### src/rtl/bfg_pkg.sv
`timescale 1ns / 1ps
package bfg_pkg;
	localparam int MAX_WIDTH  = 1024;
	localparam int MAX_HEIGHT = 4096;
	localparam int MAX_RADIUS = 3;
	localparam int WIN_SIDE   = 2 * MAX_RADIUS + 1;
	localparam int LINES      = WIN_SIDE - 1;
	localparam int ADDR_W     = $clog2(MAX_WIDTH);
	localparam int WIN_IDX_W  = $clog2(WIN_SIDE);

	localparam int WIDTH_W  = 11;
	localparam int HEIGHT_W = 13;
	localparam int RAD_W    = 2;
	localparam int FACTOR_W = 16;
	localparam int ROW_W    = 12;
	localparam int COL_W    = 10;

	localparam int CFG_IDX_W  = 8;
	localparam int CFG_DATA_W = 16;

	localparam logic [CFG_IDX_W-1:0] REG_WIDTH  = CFG_IDX_W'(0);
	localparam logic [CFG_IDX_W-1:0] REG_HEIGHT = CFG_IDX_W'(1);
	localparam logic [CFG_IDX_W-1:0] REG_RADIUS = CFG_IDX_W'(2);
	localparam logic [CFG_IDX_W-1:0] REG_FACTOR = CFG_IDX_W'(3);

	// Q0.16 luma weights; they sum to exactly 65536.
	localparam logic [15:0] W_GREY_A = 16'd19595;
	localparam logic [15:0] W_GREY_B = 16'd38470;
	localparam logic [15:0] W_GREY_C = 16'd7471;

	typedef logic [7:0] byte_t;
	typedef byte_t [2:0] rgb_t;

	typedef struct packed {
		logic [ROW_W-1:0] row;
		logic [COL_W-1:0] col;
		logic [ROW_W-1:0] frow;
		logic [COL_W-1:0] fcol;
		logic             emit_f;
		logic             emit_g;
	} pos_t;
endpackage

### src/rtl/bfg_if.sv


interface res_if;
	logic                      valid;
	logic                      ready;
	logic [bfg_pkg::ROW_W-1:0] out_row;
	logic [bfg_pkg::COL_W-1:0] out_col;
	logic [7:0]                res_a;
	logic [7:0]                res_b;
	logic [7:0]                res_c;
	logic                      is_filtered;
	logic                      last_of_run;
	modport source(output valid, out_row, out_col, res_a, res_b, res_c, is_filtered,
		last_of_run, input ready);
	modport sink(input valid, out_row, out_col, res_a, res_b, res_c, is_filtered,
		last_of_run, output ready);
endinterface


### src/rtl/bfg_emit.sv
`timescale 1ns / 1ps
module bfg_emit (
	input  logic           clk,
	input  logic           arst_n,
	input  logic           v_s4,
	input  bfg_pkg::pos_t  pos_s4,
	input  bfg_pkg::byte_t grey_s4,
	input  bfg_pkg::rgb_t  fsum,
	output logic           en,
	res_if.source          res_out
);
	logic           v_s5;
	bfg_pkg::pos_t  pos_s5;
	bfg_pkg::rgb_t  fsum_s5;
	bfg_pkg::byte_t grey_s5;
	logic           sent_q;
	logic           have, first_f, last, done;

	assign have    = pos_s5.emit_f || pos_s5.emit_g;
	assign first_f = pos_s5.emit_f && !sent_q;
	assign last    = first_f ? !pos_s5.emit_g : 1'b1;
	assign done    = !have || (res_out.ready && last);
	assign en      = !v_s5 || done;

	assign res_out.valid       = v_s5 && have;
	assign res_out.out_row     = first_f ? pos_s5.frow : pos_s5.row;
	assign res_out.out_col     = first_f ? pos_s5.fcol : pos_s5.col;
	assign res_out.res_a       = first_f ? fsum_s5[0] : grey_s5;
	assign res_out.res_b       = first_f ? fsum_s5[1] : grey_s5;
	assign res_out.res_c       = first_f ? fsum_s5[2] : grey_s5;
	assign res_out.is_filtered = first_f;
	assign res_out.last_of_run = last;

	always_ff @(posedge clk or negedge arst_n) begin
		if (!arst_n) begin
			v_s5   <= 1'b0;
			sent_q <= 1'b0;
		end else if (en) begin
			v_s5   <= v_s4;
			sent_q <= 1'b0;
		end else if (res_out.valid && res_out.ready) begin
			sent_q <= 1'b1;
		end
	end

	always_ff @(posedge clk) begin
		if (en) begin
			pos_s5  <= pos_s4;
			fsum_s5 <= fsum;
			grey_s5 <= grey_s4;
		end
	end

	a_sent_pair: assert property (@(posedge clk) disable iff (!arst_n)
		sent_q |-> (v_s5 && pos_s5.emit_f && pos_s5.emit_g))
		else $error("second result pending without a pair");
	a_pair_follows: assert property (@(posedge clk) disable iff (!arst_n)
		(res_out.valid && res_out.ready && res_out.is_filtered && !res_out.last_of_run)
		|=> (res_out.valid && !res_out.is_filtered && res_out.last_of_run))
		else $error("grey result did not follow window result");
	a_empty_moves: assert property (@(posedge clk) disable iff (!arst_n)
		(v_s5 && !have) |-> en)
		else $error("item without results stalled the pipeline");
endmodule

### src/flat_wrapper.sv
// flat-port wrapper written by rule: the top's interface ports become plain ports
module bfg_emit_flat 
  (clk, arst_n, v_s4, pos_s4, grey_s4, fsum, en, res_out_valid, res_out_out_row, res_out_out_col, res_out_res_a, res_out_res_b, res_out_res_c, res_out_is_filtered, res_out_last_of_run, res_out_ready);
  res_if res_out_i ();
  input  logic clk;
  input  logic arst_n;
  input  logic v_s4;
  input  bfg_pkg::pos_t pos_s4;
  input  bfg_pkg::byte_t grey_s4;
  input  bfg_pkg::rgb_t fsum;
  output logic en;
  output wire logic [$bits(res_out_i.valid)-1:0] res_out_valid;
  output wire logic [$bits(res_out_i.out_row)-1:0] res_out_out_row;
  output wire logic [$bits(res_out_i.out_col)-1:0] res_out_out_col;
  output wire logic [$bits(res_out_i.res_a)-1:0] res_out_res_a;
  output wire logic [$bits(res_out_i.res_b)-1:0] res_out_res_b;
  output wire logic [$bits(res_out_i.res_c)-1:0] res_out_res_c;
  output wire logic [$bits(res_out_i.is_filtered)-1:0] res_out_is_filtered;
  output wire logic [$bits(res_out_i.last_of_run)-1:0] res_out_last_of_run;
  input wire logic [$bits(res_out_i.ready)-1:0] res_out_ready;
  assign res_out_valid = res_out_i.valid;
  assign res_out_out_row = res_out_i.out_row;
  assign res_out_out_col = res_out_i.out_col;
  assign res_out_res_a = res_out_i.res_a;
  assign res_out_res_b = res_out_i.res_b;
  assign res_out_res_c = res_out_i.res_c;
  assign res_out_is_filtered = res_out_i.is_filtered;
  assign res_out_last_of_run = res_out_i.last_of_run;
  assign res_out_i.ready = res_out_ready;
  bfg_emit u_core (.clk(clk), .arst_n(arst_n), .v_s4(v_s4), .pos_s4(pos_s4), .grey_s4(grey_s4), .fsum(fsum), .en(en), .res_out(res_out_i));
endmodule
### config.mk
export PLATFORM = sky130hd
export DESIGN_NAME = bfg_emit_flat
export DESIGN_NICKNAME = d
export VERILOG_FILES = /design/src/rtl/bfg_pkg.sv /design/src/rtl/bfg_if.sv /design/src/rtl/bfg_emit.sv /design/src/flat_wrapper.sv
export SDC_FILE = /design/constraint.sdc
export NUM_CORES = 1
export LEC_CHECK = 0
export BUFFER_PORTS_ARGS = -buffer_cell sky130_fd_sc_hd__clkbuf_2
export CORE_MARGIN = 2
export CORE_UTILIZATION = 40
export DETAILED_ROUTE_END_ITERATION = 8
export HOLD_SLACK_MARGIN = 0.1
export MAX_ROUTING_LAYER = met4
export PLACE_DENSITY_LB_ADDON = 0.15
export SYNTH_ARGS = -nofsm -noshare
export SYNTH_HDL_FRONTEND = slang
export SYNTH_SLANG_ARGS = --single-unit
### constraint.sdc
create_clock -name clk -period 4.75 [get_ports clk]
set_input_delay 0.2375 -clock clk [delete_from_list [all_inputs] [get_ports clk]]
set_output_delay 0.2375 -clock clk [all_outputs]
set_load 0.03 [all_outputs]
# Yosys cells after proc, flatten, opt, wreduce, memory -nomap -nowiden
# Index checks and enable logic that the tools add are counted.
[word_totals]
wordCells = 32
output_inout_bits = 50
input_bits = 82
register_bits = 80
[op_classes]
reduce_logical = 12
mux = 8
[ops]
columns = ["operator", "count"]
rows = [
  ["8-bit 2-to-1 mux", 3],
  ["12-bit 2-to-1 mux", 1],
  ["10-bit 2-to-1 mux", 1],
  ["1-bit logical AND", 4],
  ["1-bit zero test", 4],
  ["1-bit logical OR", 3],
  ["1-bit 2-to-1 mux", 3],
  ["2-bit nonzero test", 1],
]

# Depth between registers and ports, before layout
[depth]
depth_word = 7
mapped_depth = 6
mapped_depth_nobuf = 4

# Worst setup path before layout
# OpenSTA, ideal clock, no wires.
[synth_timing]
kind = "reg2reg"
from = "register u_core.pos_s5[1] in the netlist's numbering"
to = "register u_core.fsum_s5[0] in the netlist's numbering, enable pin"
synth_period_minus_slack_ns = 5.398
required_time_ns = 4.189
path_stages_with_launch = 4
path_buffers = 0
setup_ns = 0.561
arrival_ns = 4.836
path_slack_ns = -0.648
path_cell_list = "edfxtp_1 nand2b_2 a21oi_1 a21oi_1"
[synth_between]
elab_chain_cells = 5
word_cells_on_any_way = 7
cone_classes = "mux: 1; reduce/logical: 6"
[synth_lines]
columns = ["item", "line_no", "source"]
rows = [
  ["from (decl)", "bfg_emit.sv:13", "bfg_pkg::pos_t pos_s5;"],
  ["from (signal assigned)", "bfg_emit.sv:48", "pos_s5 <= pos_s4;"],
  ["1-bit logical AND", "bfg_emit.sv:20", "assign first_f = pos_s5.emit_f && !sent_q;"],
  ["1-bit 2-to-1 mux", "bfg_emit.sv:21", "assign last = first_f ? !pos_s5.emit_g : 1'b1;"],
  ["1-bit logical AND", "bfg_emit.sv:22", "assign done = !have || (res_out.ready && last);"],
  ["1-bit logical OR (*)", "bfg_emit.sv:22", ""],
  ["1-bit logical OR (*)", "bfg_emit.sv:23", "assign en = !v_s5 || done;"],
  ["named net en", "flat_wrapper.sv:11", "output logic en;"],
  ["to (signal assigned)", "bfg_emit.sv:49", "fsum_s5 <= fsum;"],
  ["to (decl)", "bfg_emit.sv:14", "bfg_pkg::rgb_t fsum_s5;"],
]
# Mark *: on every way through the listed nets, which the timed path passes. The rest lies on a longest branch.
# A chain may end at the register's enable or synchronous reset.

# Worst setup path after layout
[layout_timing]
from = "register u_core.sent_q"
to = "output res_out_out_col[2]"
[layout_between]
elab_chain_cells = 3
[layout_lines]
columns = ["item", "line_no", "source"]
rows = [
  ["from (decl)", "bfg_emit.sv:16", "logic sent_q;"],
  ["from (signal assigned)", "bfg_emit.sv:37", "sent_q <= 1'b0;"],
  ["from (signal assigned)", "bfg_emit.sv:40", "sent_q <= 1'b0;"],
  ["from (signal assigned)", "bfg_emit.sv:42", "sent_q <= 1'b1;"],
  ["1-bit zero test", "bfg_emit.sv:20", ""],
  ["1-bit logical AND", "bfg_emit.sv:20", ""],
  ["10-bit 2-to-1 mux", "bfg_emit.sv:27", "assign res_out.out_col = first_f ? pos_s5.fcol : pos_s5.col;"],
  ["to (decl)", "flat_wrapper.sv:14", "output wire logic [$bits(res_out_i.out_col)-1:0] res_out_out_col;"],
]
# Every way passes these cells.

==> results.yml <==
synth:
  ys_seq_area_share_pct: 80.4
  syn_area_um2: 2980
  synth_area_leaders: "edfxtp_1, nand2_1, dfrtp_1"
  synth_top_area_share_pct: 78.7
  synthCells: 223
  synthDistinctLibCells: 15
  synth_top_area_cell: "edfxtp_1"
  yosysWarnings: 0
  syn_area_per_cell_um2: 13.3
  synth-seq-cells: 80
  syn_nets: 305
clock_network:
  clockBufferDepth: 2
  cts_max_level: 3
  postCtsSetupRepairBufs: 0
  clkLatencyLatePin_ns: 0.34
  numCtsBuffers: 9
  cts_tree: "done"
  root_buffer: "clkbuf_8"
  clk_pin_slew_worst_paths_ns: 0.07
  clkSinkCount: 80
power:
  pwr_density_cell_nw_per_um2: 411
  ir_drop_mv: 0.212
  power.leakage_uw: 0.00219
timing:
  worst_slew_pin_slew_ns: 0.861
  max_slew_margin_pct: 42.5
  slew_violations: 0
  min_period_over_period_pct: 57.4
  hold_violations: 0
  setup_violations: 0
  final.setup.worst_slack_ns: 2.02
  clock.fmax_mhz: 367
  fin_worst_skew_ns: 0.00961
  rsz0062_at_grt: "no"
  layout_min_cycle_time_ns: 2.73
  fin_tns_setup_ns: 0
global_routing:
  grt_pass1_wl_mm: 11.0
  grt_max_degree: 50
  grt_pass1_vias: 2355
  grt_remaining_overflow: 0
  antenna_found_initial: 0
  grt_use_total_pct: 18.2
final_layout:
  drive_gt1_share_pct: 33.3
  nets: 521
  antenna-diode-count: 0
  area.sequential_um2: 2390
  syn2layout_area_growth_pct: 58.3
  multiInputGateArea_um2: 537
  nFillCells: 555
critical_path:
  worstPathMaxFanout: 49
  cp-end-kind: "output port"
  required_ns: 4.51
  start_kind: "flip-flop"
  r2r_cells: 4
  crit_type: "flip-flop to output port"
  cp_data_arrival_time_ns: 2.49
floorplan:
  io_pins: 132
  num_rows: 31
  start_util_pct: 41.2
  chipWidth_um: 90.2
  core_um2: 7210
  die_area_um2: 8140
  die_h_um: 90.2
place:
  io_buffers: 131
  dp_hpwl_mm: 3.90
  place_ws_ns: 2.35
  place_congestion: 0.736
min_path:
  holdCritPathClass: "primary input to flip-flop"
  min_delay_path_depth: 3
detailed_routing:
  drc: 0
  wirelength_mm: 6.88
  viasPerCell: 4.33
  first_iter_violations: 90
  postRouteAntennaNets: 0
  dr.pass1.iters: 4
  wl_per_cell_um: 12.7
  num_vias: 2349
flow_run:
  max_cap_violations: 0
outcome:
  status: "finished, final reports clean"
[sequential cells by signal (all words and copies together) (netlist names)]
signal and flops:
u_core.pos_s5 46, u_core.grey_s5 8, u_core.sent_q 1, u_core.v_s5 1, u_core.fsum_s5 24
[path summary, 6_finish.rpt]
kind | start | end | slack (ns)
max | u_core.sent_q$_DFFE_PN0P_ | res_out_out_col[2] | 2.02
min | res_out_ready | u_core.sent_q$_DFFE_PN0P_ | 0.18
max reg2reg | u_core.pos_s5[1]$_DFFE_PP_ | u_core.pos_s5[2]$_DFFE_PP_ | 2.55
min reg2reg | u_core.sent_q$_DFFE_PN0P_ | u_core.sent_q$_DFFE_PN0P_ | 0.54
max in group asynchronous | arst_n | u_core.v_s5$_DFFE_PN0P_ | 4.39
min in group asynchronous | arst_n | u_core.sent_q$_DFFE_PN0P_ | 0.25
[power by group]
group          internal [uW]  switching, uW
Sequential               895           26.0
Combinational            170            382
Clock                    238            225
[metrics by stage]
| step | total power [uW] | cells | hold slack [ns] | utilization (%) | instance area, um^2 |
|---|---|---|---|---|---|
| after floorplan | 1290 | 223 | -0.0581 | - | 2980 |
| after global placement | 1430 | 447 | 0.0327 | 51.7 | 3730 |
| after detailed placement | 1440 | 447 | 0.0334 | 51.7 | 3730 |
| after CTS | 1950 | 543 | 0.158 | 65.3 | 4710 |
| after global routing | 2030 | 543 | 0.189 | 65.3 | 4710 |
| final | 1940 | 543 | 0.180 | 65.3 | 4710 |
[layout by cell type (no fill, tap or decap)]
master / n
dlygate4sd3_1: 80
nand4_1: 1
edfxtp_1: 78
nor2b_1: 1
clkbuf_2: 131
o21a_1: 1
clkinv_1: 2
clkbuf_1: 2
inv_2: 1
nand2b_2: 1
clkbuf_8: 9
nand2_1: 125
dfrtp_1: 2
bufinv_16: 1
o2111ai_1: 1
a211o_1: 1
a21oi_1: 1
buf_4: 2
inv_1: 1
a21oi_4: 1
clkinv_2: 2
[synth_stat cells]
cell       number
nand4_1         1
o21a_1          1
o2111ai_1       1
clkbuf_1        2
buf_6           2
nor2b_1         1
buf_2           4
inv_1           1
inv_2           1
nand2b_2        1
dfrtp_1         2
nand2_1       125
a21oi_1         2
edfxtp_1       78
a211o_1         1
[kinds of logic (layout without fill, tap and decap cells)]
family / Yosys count / in the layout / share of synthesized area, %
compound gates: 5 / 5 / 1.18
buf+inv: 10 / 231 / 1.93
simple gates: 128 / 128 / 16.5
flops: 80 / 80 / 80.4
[layout make-up]
cell class | count | area share, %
multi-input cells | 133 | 11.4
inverters | 2 | 0.159
clock buffers | 11 | 2.79
clock inverters | 5 | 1.01
repair buffers | 213 | 31.2
well taps | 99 | 2.63
flip-flops and latches | 80 | 50.8
[per-layer routing]
| layer | wire length, um | vias up | part of all wire, % | GRT usage (%) |
|---|---|---|---|---|
| li1 | - | 1190 | - | - |
| met1 | 2990 | 1048 | 43 | 21.7 |
| met2 | 3380 | 96 | 49 | 29.7 |
| met3 | 349 | 15 | 5.1 | 4.11 |
| met4 | 161 | 0 | 2.3 | 7.95 |
| met5 | 0 | - | 0 | - |
[what timing repair did]
item	4_1_cts	5_1_grt
hold buffers	80	0
endpoints found under the setup margin	0	0
resized for setup	0	0
hold endpoints to repair	81	0
[critical path, cell delays in order (launching register included)]
cell and delay (ns):
dfrtp_1 0.38, nand2b_2 0.50, inv_2 0.81, nand2_1 0.11
nand2_1 0.12, clkbuf_2 0.22
(Power assumes the default switching activity.)
