### config.mk
export PLATFORM = sky130hd
export DESIGN_NAME = bfg_ctrl
export DESIGN_NICKNAME = d
export VERILOG_FILES = /design/src/rtl/bfg_pkg.sv /design/src/rtl/bfg_ctrl.sv
export SDC_FILE = /design/constraint.sdc
export NUM_CORES = 1
export LEC_CHECK = 0
export ABC_AREA = 1
export BUFFER_PORTS_ARGS = -buffer_cell sky130_fd_sc_hd__buf_4
export CAP_MARGIN = 20
export CORE_UTILIZATION = 45
export CTS_CLUSTER_DIAMETER = 120
export DETAILED_ROUTE_END_ITERATION = 7
export HOLD_SLACK_MARGIN = 0.02
export PLACE_DENSITY = 0.71
export SLEW_MARGIN = 20
export SYNTH_ARGS = -nofsm -noshare
export SYNTH_HDL_FRONTEND = slang
export SYNTH_SLANG_ARGS = --single-unit
### constraint.sdc
create_clock -name clk -period 4.1 [get_ports clk]
set_clock_uncertainty 0.15 [all_clocks]
set_input_delay 0.41 -clock clk [delete_from_list [all_inputs] [get_ports clk]]
set_output_delay 0.41 -clock clk [all_outputs]
set_load 0.01 [all_outputs]
### src/rtl/bfg_pkg.sv
`timescale 1ns / 1ps
package bfg_pkg;
	localparam int MAX_WIDTH  = 1024;
	localparam int MAX_HEIGHT = 4096;
	localparam int MAX_RADIUS = 3;
	localparam int WIN_SIDE   = 2 * MAX_RADIUS + 1;
	localparam int LINES      = WIN_SIDE - 1;
	localparam int ADDR_W     = $clog2(MAX_WIDTH);
	localparam int WIN_IDX_W  = $clog2(WIN_SIDE);

	localparam int WIDTH_W  = 11;
	localparam int HEIGHT_W = 13;
	localparam int RAD_W    = 2;
	localparam int FACTOR_W = 16;
	localparam int ROW_W    = 12;
	localparam int COL_W    = 10;

	localparam int CFG_IDX_W  = 8;
	localparam int CFG_DATA_W = 16;

	localparam logic [CFG_IDX_W-1:0] REG_WIDTH  = CFG_IDX_W'(0);
	localparam logic [CFG_IDX_W-1:0] REG_HEIGHT = CFG_IDX_W'(1);
	localparam logic [CFG_IDX_W-1:0] REG_RADIUS = CFG_IDX_W'(2);
	localparam logic [CFG_IDX_W-1:0] REG_FACTOR = CFG_IDX_W'(3);

	// Q0.16 luma weights; they sum to exactly 65536.
	localparam logic [15:0] W_GREY_A = 16'd19595;
	localparam logic [15:0] W_GREY_B = 16'd38470;
	localparam logic [15:0] W_GREY_C = 16'd7471;

	typedef logic [7:0] byte_t;
	typedef byte_t [2:0] rgb_t;

	typedef struct packed {
		logic [ROW_W-1:0] row;
		logic [COL_W-1:0] col;
		logic [ROW_W-1:0] frow;
		logic [COL_W-1:0] fcol;
		logic             emit_f;
		logic             emit_g;
	} pos_t;
endpackage

### src/rtl/bfg_ctrl.sv
`timescale 1ns / 1ps
module bfg_ctrl (
	input  logic                           clk,
	input  logic                           arst_n,
	input  logic                           en,
	input  logic                           in_valid,
	input  bfg_pkg::rgb_t                  in_pix,
	input  logic [bfg_pkg::WIDTH_W-1:0]    width,
	input  logic [bfg_pkg::HEIGHT_W-1:0]   height,
	input  logic [bfg_pkg::RAD_W-1:0]      radius,
	output logic                           v_s1,
	output bfg_pkg::pos_t                  pos_s1,
	output bfg_pkg::rgb_t                  pix_s1
);
	logic [bfg_pkg::ROW_W-1:0]    row_q;
	logic [bfg_pkg::COL_W-1:0]    col_q;
	logic [bfg_pkg::WIDTH_W-1:0]  w_eff;
	logic [bfg_pkg::HEIGHT_W-1:0] h_eff;
	logic [bfg_pkg::HEIGHT_W-1:0] row_x, row_nx;
	logic [bfg_pkg::WIDTH_W-1:0]  col_x, col_nx;
	logic [bfg_pkg::HEIGHT_W-1:0] r_x, r2_x;
	logic [bfg_pkg::WIDTH_W-1:0]  rc_x, rc2_x;
	bfg_pkg::pos_t                pos;

	always_comb begin
		if (width == '0)
			w_eff = bfg_pkg::WIDTH_W'(1);
		else if (width > bfg_pkg::WIDTH_W'(bfg_pkg::MAX_WIDTH))
			w_eff = bfg_pkg::WIDTH_W'(bfg_pkg::MAX_WIDTH);
		else
			w_eff = width;
		if (height == '0)
			h_eff = bfg_pkg::HEIGHT_W'(1);
		else if (height > bfg_pkg::HEIGHT_W'(bfg_pkg::MAX_HEIGHT))
			h_eff = bfg_pkg::HEIGHT_W'(bfg_pkg::MAX_HEIGHT);
		else
			h_eff = height;
	end

	always_comb begin
		row_x  = bfg_pkg::HEIGHT_W'(row_q);
		col_x  = bfg_pkg::WIDTH_W'(col_q);
		r_x    = bfg_pkg::HEIGHT_W'(radius);
		r2_x   = bfg_pkg::HEIGHT_W'({radius, 1'b0});
		rc_x   = bfg_pkg::WIDTH_W'(radius);
		rc2_x  = bfg_pkg::WIDTH_W'({radius, 1'b0});
		row_nx = row_x + bfg_pkg::HEIGHT_W'(1);
		col_nx = col_x + bfg_pkg::WIDTH_W'(1);
		pos.row  = row_q;
		pos.col  = col_q;
		pos.frow = row_q - bfg_pkg::ROW_W'(radius);
		pos.fcol = col_q - bfg_pkg::COL_W'(radius);
		// The pixel r rows and r columns back is interior exactly when this one
		// lies beyond 2r from the first edges and inside the image.
		pos.emit_f = (row_x > r2_x) && (row_x < h_eff) && (col_x > rc2_x) && (col_x < w_eff);
		pos.emit_g = !((row_x > r_x) && (row_x + r_x < h_eff)
			&& (col_x > rc_x) && (col_x + rc_x < w_eff));
	end

	always_ff @(posedge clk or negedge arst_n) begin
		if (!arst_n) begin
			row_q <= '0;
			col_q <= '0;
			v_s1  <= 1'b0;
		end else if (en) begin
			v_s1 <= in_valid;
			if (in_valid) begin
				if (col_nx >= w_eff) begin
					col_q <= '0;
					row_q <= (row_nx >= h_eff) ? '0 : row_nx[bfg_pkg::ROW_W-1:0];
				end else begin
					col_q <= col_nx[bfg_pkg::COL_W-1:0];
				end
			end
		end
	end

	always_ff @(posedge clk) begin
		if (en) begin
			pos_s1 <= pos;
			pix_s1 <= in_pix;
		end
	end
endmodule

== Yosys cells after proc, flatten, opt, wreduce, memory -nomap -nowiden ==
Cells that the tools add are included.
Widths: inputs -> output; s select.

* Add/subtract/negate cells: 6
* Order comparisons: 12
* Multiplexer cells: 6
* Reduce and logical (&&, ||, !) cells: 11

{| class="wikitable"
|+ Operator list
! kind !! number
|-
| $mux 13 || 2
|-
| $mux 11 || 2
|-
| $add 12x1->13 const B || 1
|-
| $add 12x2->13 || 1
|-
| $ge 13x13->1 || 1
|-
| $gt 13x13->1 const B || 1
|-
| $logic_not 13->1 || 1
|-
| $lt 12x13->1 || 1
|-
| $lt 13x13->1 || 1
|-
| $gt 12x2->1 || 1
|-
| $gt 12x3->1 || 1
|-
| $mux 12 || 1
|-
| $sub 12x2->12 || 1
|-
| $add 10x1->11 const B || 1
|-
| $add 10x2->11 || 1
|-
| $ge 11x11->1 || 1
|-
| $gt 11x11->1 const B || 1
|-
| $logic_not 11->1 || 1
|-
| $lt 10x11->1 || 1
|-
| $lt 11x11->1 || 1
|-
| $gt 10x2->1 || 1
|-
| $gt 10x3->1 || 1
|-
| $mux 10 || 1
|-
| $sub 10x2->10 || 1
|-
| other kinds (4) || 9
|}

* Register bits after elaboration: 93
* Word-level logic and storage cells: 47

== Depth between registers and ports, before layout ==
Gate-level depths: netlist of run 1.

* Word-level depth: 8
* Gate-level depth with buffers: 18
* Gate-level depth less buffers: 16

== Worst setup path before layout of run 1 ==
No wires, ideal clock.

* Kind: register to register
* Start: reg row_q[0] (netlist name)
* End: reg pos_s1[0] (netlist name), data pin
* Library setup time: 0.259 ns
* Arrival time: 2.297 ns
* Setup slack: 1.393 ns
* Stages on the path, launching flop included: 17
* Path buffers: 0
* Period minus slack after synthesis: 2.707 ns
* Cell sequence: dfrtp_1 ha_1 fa_1 nand2_1 nor2_1 nand2_1 nor2_1 xor2_1 ha_1 inv_1 nor2_1 a21oi_1 nand2_1 nor2_1 nand2_1 nor2_1 nand3_1

{| class="wikitable"
|+ RTL lines
! what !! line !! source
|-
| start, declared || bfg_ctrl.sv:15 || <nowiki>logic [bfg_pkg::ROW_W-1:0] row_q;</nowiki>
|-
| start signal, assigned || bfg_ctrl.sv:70 || <nowiki>row_q <= (row_nx >= h_eff) ? '0 : row_nx[bfg_pkg::ROW_W-1:0];</nowiki>
|-
| end signal, assigned || bfg_ctrl.sv:80 || <nowiki>pos_s1 <= pos;</nowiki>
|-
| end, declared || bfg_ctrl.sv:12 || <nowiki>output bfg_pkg::pos_t pos_s1,</nowiki>
|}

== Worst setup path after layout of run 1 ==
* Start: reg row_q[1] (netlist name)
* End: reg row_q[4] (netlist name)

* Cells in the longest elaborated chain, start to end: 3

{| class="wikitable"
|+ RTL lines
! what !! line !! source
|-
| $add 12x1->13 (*) || bfg_ctrl.sv:47 || <nowiki>row_nx = row_x + bfg_pkg::HEIGHT_W'(1);</nowiki>
|-
| $ge 13x13->1 || bfg_ctrl.sv:70 ||
|-
| $mux 12 (*) || bfg_ctrl.sv:70 ||
|}

Every way passes the cells marked *; elsewhere a longest branch is shown, timed or not.
A chain may end at the register's enable or synchronous reset.

==> out/qor.csv, run 1 <==
stage,metric,value,unit
cts,post_cts_resized,0,
floorplanning,start_util,0.4674,
critical_path,reg2reg_slack,840,ps
timing,finalCritPeriodShare,0.7957,
floorplanning,die_h,120.2,µm
critical_path,crit_chain,ha_1 -> nand2_1 -> nor3_1 -> xor2_1 -> inv_1 -> ha_1 -> nand2_1 -> inv_1 -> o21bai_1 -> nand2_1 -> a21oi_1 -> nand3_1 -> nor2_1 -> nand2_1 -> nand2_1,
synth,async_reset_ff_frac,0.2473,
layout,fillCellCount,1249,
critical_path,cp-end-kind,flop,
placement,post_dp_cell_area,7380,µm²
pwr,p_leak,3.792,nW
pwr,total_power,4.620,mW
synth,synth_cells,695,
synth,avgSynthCellArea,9.048,µm²
critical_path,regToRegStartpoint,row_q[1]$_DFFE_PN0P_,
run_status,status,finished clean,
routing,drc,0,
synth,synth-edff-count,70,
critical_path,crit_path_top_delay_cell,dfrtp_1,
timing,setup_ws,837.8,ps
critical_path,cp_max_fo,12,
critical_path,start_kind,flop,
worst_hold_path,hp-class,primary input to flop,
synth,syn_area,6289,µm²
placement,dpl_worst_slack,841.3,ps
critical_path,rr_worst_depth,15,
pwr,ir_worst_vdd,0.2613,mV
placement,gp_congestion,0.9328,
routing,dr.pass1.iters,5,
floorplanning,rows,42,
layout,antennaDiodeCount,0,
global_routing,antenna_found_initial,0,
routing,avgRoutedWirePerCell,14.85,µm
synth,ys_warn_count,0,
timing,tightest_slew,879.3,ps
cts,path_clk_slew,70,ps
routing,wl,14.85,mm
floorplanning,ios,125,
layout,syn_to_final_growth,22.72,%
critical_path,critPathKind,flop to flop,
synth,synth_top_family_by_area,simple AND/OR/NAND/NOR gates,
routing,dr_total_vias,5080,
pwr,power_density,598.7,nW/µm²
worst_hold_path,hold_depth,1,
cts,htreeDepth,3,
critical_path,crit_top_cell,nand2_1,
layout,fin_nets,959,
synth,synth_compound_gate_area_share,0.05810,
global_routing,grt_max_degree,72,
synth,ys_seq_area_frac,0.4258,
timing,fmax,0.3065,GHz
synth,synth_nets,835,
critical_path,r2r_end,row_q[4]$_DFFE_PN0P_,
cts,clockBufferDepth,2,
timing,period_needed,3262,ps
synth,synth_ff_type,edfxtp_1,
placement,dp_hpwl,11.56,mm
cts,cts_buffers,9,
layout,drive_gt1_frac,0.2002,
critical_path,slowest_delay,570,ps
worst_hold_path,hold_end,pix_s1[8]$_DFFE_PP_,
synth,ys_types,36,
layout,stdcell_count,1000,
cts,cts_tree,done,
placement,placed_cells,983,
timing,final-hold-violation-count,0,
critical_path,arrival,3400,ps
timing,slew_headroom,0.4138,
critical_path,crit_family,simple AND/OR/NAND/NOR gates,
layout,final_util,0.5737,
global_routing,grt_pass1_wl,24.29,mm
timing,tns,0,ps
synth,synthMuxAreaShare,0,
synth,synthSimpleGateAreaFrac,0.2185,
global_routing,gr-total-overflow,0,
timing,finalSetupViolCount,0,
routing,antenna_left,0,
cts,cts.sinks,93,
cts,root_buffer,clkbuf_16,
timing,final_max_slew_viol_count,0,
critical_path,crit_required,4240,ps
worst_hold_path,worstHoldStart,in_pix[8],
floorplanning,die_x,120.2,µm
synth,synth.ff_latch_count,93,
synth,synth_xor_area_frac,0.06685,
synth,synth_fa_ha_area_frac,0.1759,
run,drv_cap,0,
floorplanning,coreArea,13450,µm²
timing,rsz0062_at_grt,no,
cts,worstSkewPairLatency,340,ps
global_routing,grt.total_usage,0.2160,
routing,dr.first_iter.drc_count,394,
global_routing,grt_pass1_vias,4856,
critical_path,timing.critical_path.buf_inv,2,
timing,whs,85.97,ps
floorplanning,fp.dieArea,14450,µm²
placement,io_buffers,124,
layout,final_area,7717,µm²
routing,routed_via_density,5.080,
## sequential cells by signal, summed over array words and instances (netlist names)
| signal | cells |
|---|---|
| row_q | 12 |
| v_s1 | 1 |
| pos_s1 | 46 |
| pix_s1 | 24 |
| col_q | 10 |
## cells in the final DEF (no fill, tap or decap), drive strengths merged, types with 3 or more instances in the layout
cell type  count
nand2        159
buf          126
ha            82
nor2          80
inv           75
edfxtp        70
xor2          48
nand3         42
o21ai         32
a21oi         31
dfrtp         23
nor3          14
nand4         12
clkbuf         9
fa             4
o21bai         3
## kinds of logic after synthesis
kind of cell    count (synthesis)
xor+xnor                       48
buf+inv                        86
simple gates                  313
compound gates                 69
flops                          93
fa+ha+maj                      86
## how the worst max path moves through the flow
| stage | start | end | slack [ps] | cells after the start |
|---|---|---|---|---|
| 2_1_floorplan | row_q[0]$_DFFE_PN0P_ | pos_s1[0]$_DFFE_PP_ | 1390 | 16 |
| 3_3_place_gp | radius[1] | pos_s1[0]$_DFFE_PP_ | 920 | 17 |
| 3_5_place_dp | height[1] | row_q[4]$_DFFE_PN0P_ | 840 | 16 |
| 4_1_cts | row_q[1]$_DFFE_PN0P_ | row_q[4]$_DFFE_PN0P_ | 860 | 15 |
| 5_1_grt | row_q[1]$_DFFE_PN0P_ | row_q[3]$_DFFE_PN0P_ | 450 | 15 |
| 6_report | row_q[1]$_DFFE_PN0P_ | row_q[4]$_DFFE_PN0P_ | 840 | 15 |
## metal layers
layer / up-vias / track usage / part of all wire
met5: - / 0 / 0
met4: 0 / 0.06867 / 0.019
met3: 24 / 0.03585 / 0.062
met2: 165 / 0.3344 / 0.45
met1: 2312 / 0.3089 / 0.47
li1: 2579 / - / -
## final cells by class
type | count | area [µm²] | share of cell area
multi-input combinational | 516 | 3266 | 0.4232
inverter | 72 | 270.3 | 0.03502
clock inverter | 7 | 102.6 | 0.01329
tap | 176 | 220.2 | 0.02853
clock buffer | 9 | 225.2 | 0.02918
sequential | 93 | 2678 | 0.3470
timing repair buffer | 127 | 955.9 | 0.1239
## synth_stat cells, types with 2 or more instances
master / instances / area [µm²]
nor2_4: 2 / 22.52
a21oi_1: 31 / 155.2
or2_2: 2 / 12.51
nor3_2: 4 / 40.04
nand2_1: 157 / 589.3
xor2_1: 48 / 420.4
nor3_1: 9 / 45.04
o21ai_1: 4 / 20.02
edfxtp_1: 70 / 2102
dfrtp_1: 23 / 575.6
buf_4: 3 / 22.52
buf_2: 8 / 40.04
nand3_1: 42 / 210.2
inv_2: 5 / 18.77
ha_1: 82 / 1026
nand4_1: 11 / 68.82
nor2_1: 74 / 277.8
fa_1: 4 / 80.08
nand2_2: 2 / 12.51
nor2_2: 4 / 25.02
o21bai_1: 2 / 15.01
o21ai_0: 28 / 140.1
inv_1: 67 / 251.5
## what timing repair did
action,in CTS,in global routing
setup buffers,0,0
endpoints found under the setup margin,0,0
hold buffers,1,0
hold endpoints to repair,23,0
## power breakdown
| part | total (mW) | internal [mW] | switching [mW] |
|---|---|---|---|
| Combinational | 2.10 | 0.863 | 1.23 |
| Clock | 0.919 | 0.543 | 0.376 |
| Sequential | 1.61 | 1.36 | 0.247 |
| Total | 4.62 | 2.76 | 1.86 |
Note: power is estimated with default switching activity, not from simulation.
==> run 2: changes to the inputs <==
--- a/config.mk
+++ b/config.mk
@@ -5,14 +5,14 @@
 export SDC_FILE = /design/constraint.sdc
 export NUM_CORES = 1
 export LEC_CHECK = 0
-export ABC_AREA = 1
+export ABC_AREA = 0
 export BUFFER_PORTS_ARGS = -buffer_cell sky130_fd_sc_hd__buf_4
 export CAP_MARGIN = 20
 export CORE_UTILIZATION = 45
 export CTS_CLUSTER_DIAMETER = 120
 export DETAILED_ROUTE_END_ITERATION = 7
 export HOLD_SLACK_MARGIN = 0.02
-export PLACE_DENSITY = 0.71
+export PLACE_DENSITY = 0.74
 export SLEW_MARGIN = 20
 export SYNTH_ARGS = -nofsm -noshare
 export SYNTH_HDL_FRONTEND = slang
==> constraint.sdc (replaced) <==
create_clock -name clk -period 3 [get_ports clk]
set_clock_uncertainty 0.15 [all_clocks]
set_input_delay 0.3 -clock clk [delete_from_list [all_inputs] [get_ports clk]]
set_output_delay 0.3 -clock clk [all_outputs]
set_load 0.01 [all_outputs]
==> out/qor.csv, run 2 <==
stage,metric,value,unit
layout,fin_nets,903,
floorplanning,start_util,0.4656,
synth,synth_ff_type,edfxtp_1,
timing,finalSetupViolCount,0,
routing,drc,0,
placement,post_dp_cell_area,7541,µm²
routing,dr.pass1.iters,5,
routing,dr_total_vias,5043,
layout,largest_register_ffs,46,
routing,dr.first_iter.drc_count,384,
global_routing,grt_max_degree,50,
cts,htreeDepth,3,
global_routing,use_met3,0.03759,
critical_path,arrival,3060,ps
routing,routed_via_density,5.371,
pwr,power_density,575.3,nW/µm²
timing,final_max_slew_viol_count,0,
layout,final_cell_mix,"buf_4 (204), ha_1 (76), edfxtp_1 (70)",
critical_path,cp-end-kind,flop,
synth,async_reset_ff_frac,0.2473,
synth,ys_types,54,
synth,yosysTopAreaCellShare,0.3535,
timing,period_needed,2988,ps
synth,avgSynthCellArea,10.95,µm²
placement,dp_hpwl,12.23,mm
synth,synth_common_cells,"ha_1 (82), edfxtp_1 (70), nand2_1 (59)",
timing,fmax,0.3347,GHz
synth,ys_warn_count,0,
layout,max_flop_register,pos_s1,
pwr,ir_worst_vdd,0.2943,mV
critical_path,r2r_end,row_q[3]$_DFFE_PN0P_,
run,drv_cap,0,
floorplanning,rows,41,
critical_path,reg2reg_slack,10,ps
synth,yosysMostFrequentCell,ha_1,
cts,cts_buffers,9,
global_routing,grt_util_met1,0.3196,
synth,syn_area,5947,µm²
cts,path_clk_slew,80,ps
critical_path,regToRegStartpoint,row_q[0]$_DFFE_PN0P_,
synth,synth_area_leaders,"edfxtp_1 (35%), ha_1 (17%), dfrtp_1 (9.7%)",
timing,tightest_slew,644.8,ps
routing,antenna_left,0,
global_routing,grt_pass1_wl,25.34,mm
layout,layout_commonest_cell,buf_4,
synth,synth-edff-count,70,
floorplanning,die_h,117.0,µm
floorplanning,ios,125,
layout,drive_gt1_frac,0.3598,
run_status,status,finished clean,
placement,io_buffers,124,
layout,fillCellCount,962,
timing,setup_ws,12.45,ps
global_routing,grt_pass1_vias,5046,
critical_path,crit_required,3080,ps
global_routing,busiest_layer,met2,
synth,synth_cells,543,
timing,rsz0062_at_grt,yes,
timing,finalCritPeriodShare,0.9959,
critical_path,start_kind,flop,
cts,clockBufferDepth,2,
critical_path,critPathKind,flop to flop,
layout,reg_top3,"pos_s1 (46), pix_s1 (24), row_q (12)",
synth,ys_seq_area_frac,0.4502,
layout,final_util,0.6600,
layout,syn_to_final_growth,41.76,%
global_routing,antenna_found_initial,0,
floorplanning,fp.dieArea,13680,µm²
synth,synth_largest_area_cell,edfxtp_1,
global_routing,use_met2,0.4237,
timing,slew_headroom,0.5701,
worst_hold_path,hp-class,primary input to asynchronous set/reset pin,
cts,cts.sinks,93,
floorplanning,die_x,117.0,µm
pwr,p_leak,3.757,nW
cts,worstSkewPairLatency,340,ps
global_routing,grt.total_usage,0.2444,
synth,synth_nets,683,
synth,synth.ff_latch_count,93,
critical_path,cp_max_fo,11,
floorplanning,coreArea,12770,µm²
layout,antennaDiodeCount,0,
placement,placed_cells,887,
critical_path,rr_worst_depth,12,
cts,root_buffer,clkbuf_16,
placement,gp_congestion,0.9198,
cts,cts_tree,done,
placement,dpl_worst_slack,-158.3,ps
layout,final_area,8431,µm²
layout,stdcell_count,939,
routing,wl,16.70,mm
routing,avgRoutedWirePerCell,17.78,µm
timing,final-hold-violation-count,0,
global_routing,gr-total-overflow,0,
## run 2: changes by cell type in the layout (fill, tap and decap cells not counted), sizes merged, moves of 6 or more
cell | before | now
a21o | 0 | 8
nand3 | 42 | 21
nor2b | 0 | 10
nand2 | 159 | 59
xnor2 | 0 | 31
nor2 | 80 | 34
buf | 126 | 208
dlygate4sd3 | 1 | 25
a21oi | 31 | 19
o21ai | 32 | 15
inv | 75 | 21
a22o | 0 | 14
xor2 | 48 | 23
nor4 | 2 | 8
## run 2: worst max-delay path, stage by stage (launching register included)
cell      delay [ps]
dfrtp_2          430
buf_6            130
ha_4             150
nand3_1          100
xnor2_1          360
ha_1             230
and4_4           230
o221ai_2         110
a311oi_1         280
a211o_1          190
nor2_2            60
buf_12           150
a221o_1          300
## run 2: cell families (layout without fill, tap and decap cells)
logic type | after synthesis | after routing | synth area share
fa+ha+maj | 86 | 86 | 0.1860
mux | 1 | 1 | 0.001893
compound gates | 94 | 94 | 0.1115
xor+xnor | 54 | 54 | 0.07953
flops | 93 | 93 | 0.4502
simple gates | 171 | 171 | 0.1399
buf+inv | 44 | 268 | 0.03093
## run 2: where the power goes
group | internal, mW | switching (mW)
Combinational | 0.931 | 0.949
Sequential | 1.62 | 0.0951
Clock | 0.735 | 0.524
## run 2: per-layer routing
| metal | vias up | wire, µm | part of all wire |
|---|---|---|---|
| met4 | 0 | 232 | 0.014 |
| met5 | - | 0 | 0 |
| met3 | 24 | 1006 | 0.060 |
| met1 | 2389 | 7279 | 0.44 |
| met2 | 203 | 8180 | 0.49 |
| li1 | 2427 | - | - |
## run 2: per-stage QoR
stage               setup TNS [ps]  total power, mW  hold slack (ps)
floorplan                        0            2.633           -145.6
global placement            -354.7            3.295            74.05
detailed placement          -436.4            3.362            74.60
CTS                         -9.040            4.704            239.5
global route                -333.6            5.133            256.7
finish                           0            4.850            245.1
## run 2: worst max path at each step
stage	start	end	slack, ps	depth (start not counted)
after detailed placement	radius[1]	pos_s1[0]$_DFFE_PP_	-160	14
after CTS	row_q[1]$_DFFE_PN0P_	pos_s1[0]$_DFFE_PP_	-9	14
after global placement	row_q[0]$_DFFE_PN0P_	row_q[3]$_DFFE_PN0P_	-70	11
after floorplan	col_q[5]$_DFFE_PN0P_	row_q[8]$_DFFE_PN0P_	0.4	11
final	row_q[0]$_DFFE_PN0P_	row_q[3]$_DFFE_PN0P_	10	12
after global routing	row_q[1]$_DFFE_PN0P_	pos_s1[0]$_DFFE_PP_	-120	13
## run 2: layout make-up
cell class                 instances  area, µm²  area share
multi-input combinational        406       3302      0.3917
sequential                        93       2684      0.3183
timing repair buffer             233       1836      0.2177
clock buffer                       9      225.2     0.02671
tap                              172      215.2     0.02553
clock inverter                     6      93.84     0.01113
inverter                          20      75.07    0.008905
## run 2: timing repair
item,4_1_cts,5_1_grt
endpoints found under the setup margin,13,13
pin swaps,5,27
buffers inserted,4,9
endpoints found under the hold margin,47,0
hold buffers,25,0
gates resized for setup,12,42
==> run 3: changes to the inputs <==
--- a/config.mk
+++ b/config.mk
@@ -12,7 +12,8 @@
 export CTS_CLUSTER_DIAMETER = 120
 export DETAILED_ROUTE_END_ITERATION = 7
 export HOLD_SLACK_MARGIN = 0.02
-export PLACE_DENSITY = 0.74
+export MAX_ROUTING_LAYER = met4
+export PLACE_DENSITY = 0.72
 export SLEW_MARGIN = 20
 export SYNTH_ARGS = -nofsm -noshare
 export SYNTH_HDL_FRONTEND = slang
==> constraint.sdc (replaced) <==
create_clock -name clk -period 3.6 [get_ports clk]
set_clock_uncertainty 0.15 [all_clocks]
set_input_delay 0.36 -clock clk [delete_from_list [all_inputs] [get_ports clk]]
set_output_delay 0.36 -clock clk [all_outputs]
set_load 0.01 [all_outputs]
==> out/qor.csv, run 3 (synthesis results as in run 2) <==
stage,metric,value,unit
run_status,status,finished clean,
worst_hold_path,worstHoldStart,in_pix[17],
layout,stdcell_count,861,
pwr,p_int,2.600,mW
pwr,switching_power,1.178,mW
timing,fmax,0.2967,GHz
layout,fin_nets,824,
timing,whs,34.47,ps
routing,avgRoutedWirePerCell,17.83,µm
layout,final_util,0.5917,
layout,layout_commonest_cell,buf_4,
critical_path,regToRegStartpoint,row_q[1]$_DFFE_PN0P_,
pwr,p_clk_frac,0.294,
critical_path,crit_required,3740,ps
placement,post_dp_cell_area,7202,µm²
critical_path,cp-end-kind,flop,
cts,root_buffer,clkbuf_16,
timing,slew_headroom,0.4847,
layout,final_area,7559,µm²
critical_path,crit_path_top_delay_cell,dfrtp_1,
layout,final_cell_mix,"buf_4 (153), ha_1 (82), edfxtp_1 (70)",
floorplanning,die_x,117.0,µm
pwr,switching_share,0.3118,
global_routing,grt_max_degree,39,
layout,largest_register_ffs,46,
cts,worstSkewPairLatency,350,ps
cts,clockBufferDepth,2,
timing,setup_ws,229.4,ps
global_routing,gr-total-overflow,0,
routing,wl_met3,959,µm
routing,wl_met1,7.220,mm
layout,antennaDiodeCount,0,
layout,syn_to_final_growth,27.10,%
pwr,seqPwrFrac,0.382,
timing,finalSetupViolCount,0,
cts,htreeDepth,3,
floorplanning,fp.dieArea,13680,µm²
layout,max_flop_register,pos_s1,
pwr,ir_worst_vdd,0.2383,mV
pwr,combPwrFrac,0.324,
timing,period_needed,3371,ps
routing,dr.pass1.iters,5,
floorplanning,start_util,0.4656,
critical_path,crit_chain,ha_1 -> nand4_1 -> or2_2 -> xnor2_1 -> ha_1 -> a21o_1 -> a21o_1 -> a211o_1 -> nor2_1 -> buf_4 -> a221o_1,
global_routing,grt_pass1_vias,4287,
critical_path,start_kind,flop,
routing,dr.first_iter.drc_count,393,
routing,met2WireLength,6.937,mm
timing,tightest_slew,768.3,ps
critical_path,slowest_delay,540,ps
placement,io_buffers,124,
critical_path,critPathKind,flop to flop,
cts,cts_buffers,9,
routing,antenna_left,0,
critical_path,rr_worst_depth,11,
layout,reg_top3,"pos_s1 (46), pix_s1 (24), row_q (12)",
pwr,power_density,499.8,nW/µm²
global_routing,grt_pass1_wl,23.52,mm
run,drv_cap,0,
routing,drc,0,
cts,cts_tree,done,
floorplanning,ios,125,
timing,tns,0,ps
worst_hold_path,hold_end,pix_s1[17]$_DFFE_PP_,
timing,finalCritPeriodShare,0.9363,
placement,placed_cells,844,
global_routing,grt.total_usage,0.2408,
cts,path_clk_slew,70,ps
floorplanning,die_h,117.0,µm
global_routing,antenna_found_initial,0,
routing,wl,15.35,mm
timing,final_max_slew_viol_count,0,
timing,final-hold-violation-count,0,
critical_path,cp_max_fo,9,
cts,cts_setup_buffers,0,
floorplanning,coreArea,12770,µm²
pwr,p_leak,3.365,nW
routing,routed_via_density,5.426,
worst_hold_path,hp-class,primary input to flop,
layout,seqCellArea,2678,µm²
placement,dp_hpwl,11.81,mm
placement,gp_congestion,0.8882,
worst_hold_path,hold_depth,1,
floorplanning,rows,41,
critical_path,reg2reg_slack,230,ps
layout,multi_input_area,3085,µm²
layout,drive_gt1_frac,0.2612,
routing,dr_total_vias,4672,
critical_path,arrival,3510,ps
pwr,total_power,3.778,mW
layout,fillCellCount,1101,
critical_path,r2r_end,row_q[3]$_DFFE_PN0P_,
timing,rsz0062_at_grt,no,
placement,dpl_worst_slack,237.2,ps
routing,route.top_layer_used,met4,
cts,cts.sinks,93,
==> run 3: cell count changes in the layout (fill, tap and decap cells not counted), moves of 6 or more <==
cell           delta
nor2_1            +7
buf_4            -51
ha_1              +6
dlygate4sd3_1    -24
nand3_1           +6
==> run 3: area by class of cell <==
cell class,count,area share
clock buffers,10,0.03029
multi-input cells,406,0.4082
repair buffers,154,0.1533
clock inverters,6,0.01556
well taps,172,0.02847
flip-flops and latches,93,0.3542
inverters,20,0.009932
==> run 3: worst max-delay path by stage <==
stage,from,end,cells after the start
2_1_floorplan,row_q[1]$_DFFE_PN0P_,row_q[0]$_DFFE_PN0P_,11
3_3_place_gp,radius[1],pos_s1[0]$_DFFE_PP_,16
3_5_place_dp,radius[1],pos_s1[0]$_DFFE_PP_,16
4_1_cts,row_q[0]$_DFFE_PN0P_,pos_s1[0]$_DFFE_PP_,14
5_1_grt,row_q[0]$_DFFE_PN0P_,pos_s1[0]$_DFFE_PP_,14
6_report,row_q[1]$_DFFE_PN0P_,row_q[3]$_DFFE_PN0P_,11
==> run 3: power groups by stage <==
stage               Combinational (mW)  Clock (mW)  Sequential (mW)
finish                            1.23        1.11             1.44
global route                      1.39        1.17             1.46
CTS                               1.23        1.13             1.44
detailed placement                1.22           0             1.47
global placement                  1.20           0             1.46
floorplan                        0.683           0             1.51
==> run 3: critical path, delay by kind of cell, from the launching register on <==
family / cells / cell delay, ps
AND/OR/NAND/NOR: 3 / 810
AO/OA/AOI/OAI: 4 / 810
adder cells (fa/ha/maj): 2 / 680
flip-flops: 1 / 540
buffers and inverters: 1 / 190
XOR/XNOR: 1 / 140
==> run 3: layer usage <==
| layer | global-route usage | vias to the layer above |
|---|---|---|
| li1 | - | 2272 |
| met1 | 0.3381 | 2220 |
| met2 | 0.3606 | 163 |
| met3 | 0.02678 | 17 |
| met4 | 0.08692 | 0 |
| met5 | - | - |
==> run 3: what timing repair did <==
item,4_1_cts,5_1_grt
gates resized for setup,0,0
hold endpoints to repair,23,0
hold buffers,1,0
